--- src/hw/rtl/aoc_pkg.sv ---
// Shared types, constants and helper functions for the alpha-over compositor.
`timescale 1ns / 1ps
`default_nettype none

package aoc_pkg;

  localparam int unsigned CHAN_W   = 8;   // colour / alpha channel width
  localparam int unsigned LANES    = 3;   // red, green, blue
  localparam int unsigned WGT_W    = 16;  // weights and denominator, max 65025
  localparam int unsigned NUM_W    = 24;  // colour numerator, max 255*65025
  localparam int unsigned DSH_W    = NUM_W - 1; // divisor aligned to quotient msb
  localparam int unsigned FRONT_STAGES = 2;
  localparam int unsigned DIV_STAGES   = CHAN_W;
  localparam int unsigned LATENCY      = FRONT_STAGES + DIV_STAGES;

  localparam logic [CHAN_W-1:0] CHAN_MAX = 8'd255;

  // Lane order within the packed arrays
  localparam int unsigned LANE_RED   = 0;
  localparam int unsigned LANE_GREEN = 1;
  localparam int unsigned LANE_BLUE  = 2;

  typedef logic [LANES-1:0][CHAN_W-1:0] chan_vec_t;
  typedef logic [LANES-1:0][NUM_W-1:0]  num_vec_t;

  // Weights and numerators leaving the multiply stages
  typedef struct packed {
    logic                 valid;
    logic [WGT_W-1:0]     denom;
    num_vec_t             num;
  } front_bus_t;

  // State carried down the divider pipeline
  typedef struct packed {
    logic                 valid;
    logic                 zero;   // both alphas zero
    logic [DSH_W-1:0]     dsh;    // divisor shifted to the current quotient bit
    num_vec_t             rem;
    chan_vec_t            quo;
    logic [CHAN_W-1:0]    alpha;
  } div_bus_t;

  // Truncating divide by 255 for values up to 65025: estimate never overshoots
  // and is at most one short, so one compare fixes it.
  function automatic logic [CHAN_W-1:0] div255(input logic [WGT_W-1:0] d);
    logic [WGT_W-1:0]   t;
    logic [CHAN_W-1:0]  q;
    logic [WGT_W:0]     r;
    t = d + {8'd0, d[WGT_W-1:8]};
    q = t[WGT_W-1:8];
    r = {1'b0, d} - {1'b0, q, 8'd0} + {9'd0, q};
    if (r >= 17'd255) begin
      q = q + 8'd1;
    end
    return q;
  endfunction

endpackage

`default_nettype wire

--- src/hw/rtl/alpha_over_compositor_unit.sv ---
// Top level of the Porter-Duff over compositor for straight-alpha RGBA8 pixels.
`timescale 1ns / 1ps
`default_nettype none

// Composites one top pixel over one base pixel per clock. A transfer is taken
// at every edge where start is high; busy is always low because the pipeline
// never stalls. Each result appears on the out_ ports once it has passed the
// pipeline, marked by a one-cycle out_valid, and must be captured then:
// the receiver cannot hold it off. The pipeline is two multiply stages
// (weights, then denominator and numerators) followed by eight restoring
// division stages, one quotient bit each, run for the three colour channels
// side by side. Output alpha is the denominator divided by 255, worked out
// beside the first division step and carried along. Colours are truncated
// quotients; when both alphas are zero the pixel comes out all zeros.

module alpha_over_compositor_unit (
  input  wire logic       clk,
  input  wire logic       rst_n,
  input  wire logic       start,
  output logic            busy,
  input  wire logic [7:0] in_top_red,
  input  wire logic [7:0] in_top_green,
  input  wire logic [7:0] in_top_blue,
  input  wire logic [7:0] in_top_alpha,
  input  wire logic [7:0] in_base_red,
  input  wire logic [7:0] in_base_green,
  input  wire logic [7:0] in_base_blue,
  input  wire logic [7:0] in_base_alpha,
  output logic            out_valid,
  output logic [7:0]      out_red,
  output logic [7:0]      out_green,
  output logic [7:0]      out_blue,
  output logic [7:0]      out_alpha
);

  aoc_pkg::chan_vec_t  top_col, base_col;
  aoc_pkg::front_bus_t front_bus;
  aoc_pkg::div_bus_t   div_bus [aoc_pkg::DIV_STAGES+1];
  aoc_pkg::div_bus_t   last;

  // No back-pressure anywhere, so a new pixel pair is taken every cycle
  assign busy = 1'b0;

  assign top_col[aoc_pkg::LANE_RED]    = in_top_red;
  assign top_col[aoc_pkg::LANE_GREEN]  = in_top_green;
  assign top_col[aoc_pkg::LANE_BLUE]   = in_top_blue;
  assign base_col[aoc_pkg::LANE_RED]   = in_base_red;
  assign base_col[aoc_pkg::LANE_GREEN] = in_base_green;
  assign base_col[aoc_pkg::LANE_BLUE]  = in_base_blue;

  // Stages 1 and 2: D = Ao*255 + Au*(255-Ao), numerators Co*Ao*255 + Cu*Au*(255-Ao)
  aoc_front u_front (
    .clk        (clk),
    .rst_n      (rst_n),
    .in_valid   (start && !busy),
    .top_col    (top_col),
    .top_alpha  (in_top_alpha),
    .base_col   (base_col),
    .base_alpha (in_base_alpha),
    .front_out  (front_bus)
  );

  // Load the divider: divisor aligned to quotient bit 7, since every
  // numerator is below 256*D the quotient fits in eight bits.
  always_comb begin
    div_bus[0].valid = front_bus.valid;
    div_bus[0].zero  = (front_bus.denom == '0);
    div_bus[0].dsh   = {front_bus.denom, 7'd0};
    div_bus[0].rem   = front_bus.num;
    div_bus[0].quo   = '0;
    div_bus[0].alpha = aoc_pkg::div255(front_bus.denom);
  end

  // Stages 3 to 10: one quotient bit per stage, msb first
  for (genvar s = 0; s < aoc_pkg::DIV_STAGES; s++) begin : g_div
    aoc_div_step u_step (
      .clk      (clk),
      .rst_n    (rst_n),
      .step_in  (div_bus[s]),
      .step_out (div_bus[s+1])
    );
  end

  assign last = div_bus[aoc_pkg::DIV_STAGES];

  // With D zero every compare passes, so the quotient is forced to zero here
  assign out_valid = last.valid;
  assign out_red   = last.zero ? 8'd0 : last.quo[aoc_pkg::LANE_RED];
  assign out_green = last.zero ? 8'd0 : last.quo[aoc_pkg::LANE_GREEN];
  assign out_blue  = last.zero ? 8'd0 : last.quo[aoc_pkg::LANE_BLUE];
  assign out_alpha = last.alpha;

  // Every transfer comes out after the fixed latency, and nothing else does
  a_latency_fwd : assert property (@(posedge clk) disable iff (!rst_n)
    start |-> ##(aoc_pkg::LATENCY) out_valid)
    else $error("transfer did not produce a result");

  a_latency_bwd : assert property (@(posedge clk) disable iff (!rst_n)
    out_valid |-> $past(start, aoc_pkg::LATENCY))
    else $error("result without a matching transfer");

  // Both alphas zero: the whole pixel is zero
  a_zero_pair : assert property (@(posedge clk) disable iff (!rst_n)
    out_valid && $past(start && in_top_alpha == 8'd0 && in_base_alpha == 8'd0,
                       aoc_pkg::LATENCY)
    |-> (out_red == 8'd0 && out_green == 8'd0 && out_blue == 8'd0 &&
         out_alpha == 8'd0))
    else $error("transparent pair not cleared");

  // Opaque top pixel passes straight through
  a_opaque_top : assert property (@(posedge clk) disable iff (!rst_n)
    out_valid && $past(start && in_top_alpha == 8'd255, aoc_pkg::LATENCY)
    |-> (out_alpha == 8'd255 &&
         out_red == $past(in_top_red, aoc_pkg::LATENCY) &&
         out_green == $past(in_top_green, aoc_pkg::LATENCY) &&
         out_blue == $past(in_top_blue, aoc_pkg::LATENCY)))
    else $error("opaque top pixel altered");

endmodule

`default_nettype wire

--- src/hw/rtl/aoc_front.sv ---
// Weight and numerator stages: two register stages of products.
`timescale 1ns / 1ps
`default_nettype none

module aoc_front (
  input  wire logic                clk,
  input  wire logic                rst_n,
  input  wire logic                in_valid,
  input  wire aoc_pkg::chan_vec_t  top_col,
  input  wire logic [7:0]          top_alpha,
  input  wire aoc_pkg::chan_vec_t  base_col,
  input  wire logic [7:0]          base_alpha,
  output aoc_pkg::front_bus_t      front_out
);

  // stage 1: weights
  logic                 v1_r;
  logic [15:0]          wo_r, wo_nxt;
  logic [15:0]          wu_r, wu_nxt;
  aoc_pkg::chan_vec_t   co_r, cu_r;

  // stage 2: denominator and numerators
  logic                 v2_r;
  logic [15:0]          d_r, d_nxt;
  aoc_pkg::num_vec_t    num_r, num_nxt;

  logic [16:0]          d_sum;
  logic [23:0]          p_top, p_base;
  logic [24:0]          n_sum [aoc_pkg::LANES];

  always_comb begin
    wo_nxt = {top_alpha, 8'd0} - {8'd0, top_alpha};
    wu_nxt = {8'd0, base_alpha} * {8'd0, aoc_pkg::CHAN_MAX - top_alpha};
  end

  always_comb begin
    p_top  = '0;
    p_base = '0;
    d_sum = {1'b0, wo_r} + {1'b0, wu_r};
    d_nxt = d_sum[15:0];  // at most 65025
    for (int i = 0; i < aoc_pkg::LANES; i++) begin
      p_top      = {16'd0, co_r[i]} * {8'd0, wo_r};
      p_base     = {16'd0, cu_r[i]} * {8'd0, wu_r};
      n_sum[i]   = {1'b0, p_top} + {1'b0, p_base};
      num_nxt[i] = n_sum[i][23:0];  // at most 255*65025
    end
  end

  always_ff @(posedge clk) begin
    if (!rst_n) begin
      v1_r <= 1'b0;
      v2_r <= 1'b0;
    end else begin
      v1_r <= in_valid;
      v2_r <= v1_r;
    end
  end

  always_ff @(posedge clk) begin
    wo_r  <= wo_nxt;
    wu_r  <= wu_nxt;
    co_r  <= top_col;
    cu_r  <= base_col;
    d_r   <= d_nxt;
    num_r <= num_nxt;
  end

  assign front_out.valid = v2_r;
  assign front_out.denom = d_r;
  assign front_out.num   = num_r;

endmodule

`default_nettype wire

--- src/hw/rtl/aoc_div_step.sv ---
// One restoring division step for all three colour lanes.
`timescale 1ns / 1ps
`default_nettype none

module aoc_div_step (
  input  wire logic              clk,
  input  wire logic              rst_n,
  input  wire aoc_pkg::div_bus_t step_in,
  output aoc_pkg::div_bus_t      step_out
);

  aoc_pkg::div_bus_t bus_r, bus_nxt;
  logic [aoc_pkg::NUM_W-1:0] dsh_ext;
  logic ge;

  always_comb begin
    bus_nxt = step_in;
    dsh_ext = {1'b0, step_in.dsh};
    for (int i = 0; i < aoc_pkg::LANES; i++) begin
      ge = step_in.rem[i] >= dsh_ext;
      bus_nxt.rem[i] = ge ? (step_in.rem[i] - dsh_ext) : step_in.rem[i];
      bus_nxt.quo[i] = {step_in.quo[i][aoc_pkg::CHAN_W-2:0], ge};
    end
    bus_nxt.dsh = step_in.dsh >> 1;
  end

  always_ff @(posedge clk) begin
    if (!rst_n) begin
      bus_r <= '0;
    end else begin
      bus_r <= bus_nxt;
    end
  end

  assign step_out = bus_r;

endmodule

`default_nettype wire
--- config.mk ---
export PLATFORM = sky130hd
export DESIGN_NAME = alpha_over_compositor_unit
export DESIGN_NICKNAME = d
export VERILOG_FILES = /design/src/hw/rtl/aoc_pkg.sv /design/src/hw/rtl/alpha_over_compositor_unit.sv /design/src/hw/rtl/aoc_front.sv /design/src/hw/rtl/aoc_div_step.sv
export SDC_FILE = /design/constraint.sdc
export NUM_CORES = 2
export LEC_CHECK = 0
export CAP_MARGIN = 20
export CORE_MARGIN = 5
export CORE_UTILIZATION = 25
export DETAILED_ROUTE_END_ITERATION = 7
export DONT_BUFFER_PORTS = 1
export GPL_ROUTABILITY_DRIVEN = 0
export SYNTH_ARGS = -nofsm -noshare
export SYNTH_HDL_FRONTEND = slang
export SYNTH_SLANG_ARGS = --single-unit
export TNS_END_PERCENT = 1
--- constraint.sdc ---
create_clock -name clk -period 15.5 [get_ports clk]
set_input_delay 1.55 -clock clk [delete_from_list [all_inputs] [get_ports clk]]
set_output_delay 1.55 -clock clk [all_outputs]
set_load 0.01 [all_outputs]
After elaboration in Yosys (flattened, before gate mapping)
Index checks and enable logic that the tools add are counted.
W data, S select, Z words.

storage, ports and cells
  register bits after elaboration = 1023
  input bits = 67
  output and inout bits = 34
  word-level logic and storage cells = 186

operators by class
  add/subtract/negate cells = 31
  multipliers = 7
  $lt $le $gt $ge = 25
  mux-type cells = 25
  reductions and logical operators = 1

operator list
  operator               count
  $ge A24 B23 Y1         24
  $mux W24               21
  $sub A24 B23 Y24       21
  $mul A8 B16 Y24        6
  $add A24 B24 Y24       3
  $mux W8                4
  $add A17 B8 Y17        1
  $ge A17 B8 Y1 const B  1
  $sub A16 B16 Y17       1
  $add A16 B16 Y16       1
  $add A16 B8 Y16        1
  $logic_not A16 Y1      1
  $mul A8 B8 Y16         1
  $sub A16 B8 Y16        1
  $add A8 B1 Y8 const B  1
  $sub A8 B8 Y8 const A  1

Logic depth before layout (Yosys ltp)
  depth after elaboration = 5
  gate-level depth with buffers = 25
  depth with buffers taken out = 24

Modules after synthesis
From an unflattened synthesis, not the netlist that was laid out.

second synthesis, totals
  cells, all modules = 10581
  area total of the unflattened synthesis = 92683.9 µm²

by module, submodules not included
  module                               instances  cells each  area an instance (µm²)
  aoc_front                            1          3282        30485.5
  aoc_div_step at g_div[0].u_step ...  4          878         7458.4
  aoc_div_step at g_div[4].u_step ...  3          870         7596.0
  aoc_div_step at g_div[7].u_step      1          928         7751.2
  alpha_over_compositor_unit           1          249         1825.5

Least setup slack after synthesis
OpenSTA, ideal clock, no wires.

  path kind = register to register
  from = register u_front.wo_r[7]
  to = register u_front.num_r, in the netlist u_front.front_out[22]
  data arrival time = 5.878 ns
  required time = 15.405 ns
  slack = 9.527 ns
  stages on the path, launching flop included = 21
  path buffers = 1
  cells stage by stage = dfxtp_1 > clkbuf_1 > nand2_1 > fa_1 > fa_1 > fa_1 > inv_1 > fa_1 > fa_1 > inv_1 > fa_1 > inv_1 > ha_1 > o21ai_0 > nand2b_1 > and3_1 > a221oi_2 > o2111ai_1 > a2111oi_0 > nor3_1 > o311ai_1

RTL lines
  what                    RTL line         source
  from (decl)             aoc_front.sv:18  logic [15:0] wo_r, wo_nxt;
  from (signal assigned)  aoc_front.sv:60  wo_r <= wo_nxt;
  to (signal assigned)    aoc_front.sv:65  num_r <= num_nxt;
  to (decl)               aoc_front.sv:25  aoc_pkg::num_vec_t num_r, num_nxt;

==> impl_metrics.tcl <==
set metrics [dict create \
    max_stage_delay_ns 1.06 \
    antenna_found_initial 22 \
    syn2layout_area_growth_pct 11.1 \
    die_h_um 558 \
    relSlewSlack_pct 25.4 \
    cts_buffer_depth 4 \
    overflow 0 \
    path_class "reg2reg" \
    layout-drive-gt1-share_pct 4.03 \
    ff2ff_setup_slack_ns 8.61 \
    synth.distinct_cells 97 \
    start_kind "flop" \
    cts_resized 0 \
    finalSetupTns_ns 0 \
    top_layer_used "met5" \
    crit_chain "nand2_1 -> fa_1 -> inv_1 -> fa_1 -> fa_1 -> fa_1 -> fa_1 -> inv_1 -> fa_1 -> inv_1 -> ha_1 -> o21ai_0 -> nand2b_1 -> and3_1 -> a221oi_2 -> o2111ai_1 -> a2111oi_0 -> nor3_1 -> o311ai_1" \
    hp-class "reg2reg" \
    drv_cap 0 \
    postCtsSetupRepairBufs 0 \
    critPathCaptureType "flop" \
    outcome "finished clean" \
    slowest_stage "dfxtp_1" \
    port_buffers 0 \
    slew_violations 0 \
    skew_ns 0.109 \
    finalSetupViolCount 0 \
    grt_pass1_vias 56400 \
    cts_tree "yes" \
    drcViolationCount 0 \
    cts.clk_slew.worst_paths_ns 0.06 \
    grt_first_pass_wirelength_um 321000 \
    wl_met1_um 91000 \
    ys_seq_area_share_pct 26.0 \
    cts_root_buf "clkbuf_16" \
    fillCellCount 31900 \
    fin_nets 9835 \
    met3_length_um 11800 \
    synth_edf_count 0 \
    hpwl_um 157000 \
    cts_sinks 974 \
    cp.arrival_ns 7.57 \
    grt_max_degree 392 \
    design.core.area_sq_um 299000 \
    htreeDepth 3 \
    crit_fanout 25 \
    finalHoldViolCount 0 \
    synth_cells 8520 \
    vias_per_cell 4.49 \
    wl_met2_um 90400 \
    ys_seq_elements 974 \
    via_count 55900 \
    antenna_left 0 \
    dp_slack_ns 8.55 \
    netlist_area_sq_um 75000 \
    dpl_cell_area_sq_um 79200 \
    routed_wl_um 201000 \
    path_common_cell "fa_1" \
    async_reset_ff_share_pct 0 \
    rsz0062_at_grt "false" \
    syn_avg_cell_area_sq_um 8.81 \
    cts_buffers 119 \
    clock_latency_ns 0.90 \
    die_x_um 558 \
    hold_buffers 0 \
    first_pass_iters 5 \
    drt-wirelength-per-cell_um 16.1 \
    ys.flop_type "dfxtp_1" \
    critical_path_required_ns 16.18 \
    yosys_warnings 0 \
    dr.first_iter.drc_count 3360 \
    io_pins 101 \
    grt_usage_pct 12.8 \
    finalCritPeriodShare_pct 44.4 \
    period_needed_ns 6.89 \
    final_cell_area_sq_um 83300 \
    initial_utilization_pct 25.1 \
    worst_slew_pin_slew_ns 1.12 \
    whs_ns 0.381 \
    rows 201 \
    setup_ws_ns 8.61 \
    synth_nets 9957 \
    dieArea_sq_um 311000 \
    max_freq_ghz 0.145 \
]
routing by layer:
layer	vias up	track usage, %
met5	-	0
met4	10	4.26
met3	290	2.23
met2	1350	21.0
met1	26500	17.1
li1	27800	-
worst max-delay path: cells and delay by family, from the launching register on:
family	cells	cell delay (ns)
AO/OA/AOI/OAI	5	1.60
adder cells (fa/ha/maj)	7	3.32
buffers and inverters	3	0.14
flip-flops	1	1.06
AND/OR/NAND/NOR	4	0.68
Yosys cell counts, types with 32 or more instances:
cell	number	area, sq um
and2_1	613	3830
o21a_1	60	450
clkbuf_1	243	912
nand2b_1	91	569
a21oi_1	408	2040
o21ai_0	251	1260
nor2_1	598	2240
a21boi_0	59	443
or4_1	32	240
ha_1	688	8610
nand3_1	139	696
xor2_1	79	692
and3_1	35	219
nand2_1	848	3180
fa_1	682	13700
mux2i_1	148	1480
inv_1	1080	4050
a211oi_1	100	751
o31ai_1	35	263
xnor2_1	227	1990
nor4_1	46	288
nand4_1	54	338
dfxtp_1	974	19500
a21o_1	160	1200
nor2b_1	153	957
or3_1	95	594
nor3_1	158	791
worst paths after layout:
path / from / endpoint / cells after the start
hold reg to reg: g_div[2].u_step.step_out[33] / g_div[3].u_step.step_out[33] / 1
setup / recovery: u_front.wu_r[6] / u_front.front_out[22] / 19
setup reg to reg: u_front.wu_r[6] / u_front.front_out[22] / 19
hold / removal: g_div[2].u_step.step_out[33] / g_div[3].u_step.step_out[33] / 1
sequential cells by signal, summed over array words and instances (netlist names):
name / flops
u_front.front_out: 72
u_front.d_r: 16
g_div.u_step.step_out: 804
u_front.cu_r: 24
u_front.wu_r: 16
u_front.wo_r: 16
u_front.v2_r: 1
u_front.v1_r: 1
u_front.co_r: 24
kinds of logic after synthesis:
| family | share of synthesized area, % |
|---|---|
| multiplexers | 1.99 |
| AO/OA/AOI/OAI | 11.8 |
| adder cells (fa/ha/maj) | 29.7 |
| buffers and inverters | 6.99 |
| AND/OR/NAND/NOR | 20.0 |
| XOR/XNOR | 3.57 |
| other | 0.00500 |
| flip-flops | 26.0 |
area by class of cell:
cell class | count | area (sq um) | share of cell area [%]
antenna | 16 | 40.0 | 0.0480
sequential | 974 | 19500 | 23.4
inverter | 1081 | 4070 | 4.88
tap | 3958 | 4950 | 5.94
clock buffer | 158 | 3340 | 4.01
multi-input combinational | 6176 | 50300 | 60.4
clock inverter | 58 | 723 | 0.868
timing repair buffer | 46 | 380 | 0.456
cells in the final DEF (no fill, tap or decap), drive strengths merged, types with 79 or more instances in the layout:
| master | Yosys | final |
|---|---|---|
| inv | 1081 | 1088 |
| dfxtp | 974 | 974 |
| nand2 | 851 | 851 |
| ha | 688 | 688 |
| fa | 682 | 682 |
| and2 | 614 | 614 |
| nor2 | 598 | 598 |
| a21oi | 415 | 415 |
| o21ai | 266 | 266 |
| xnor2 | 227 | 227 |
| nor3 | 162 | 162 |
| a21o | 160 | 160 |
| clkbuf | 243 | 158 |
| nor2b | 153 | 153 |
| mux2i | 148 | 148 |
| nand3 | 139 | 139 |
| a211oi | 101 | 101 |
| or3 | 96 | 96 |
| nand2b | 91 | 91 |
| xor2 | 79 | 79 |
per-stage QoR:
stage | cells | util, %
after floorplan | 8520 | -
after global placement | 12200 | 26.5
after detailed placement | 12200 | 26.5
after CTS | 12400 | 27.8
after global routing | 12500 | 27.8
final | 12500 | 27.8
Power is left out: the tool's default activity adds up to more than one toggle a clock period on the data nets, which glitch-free logic cannot reach.
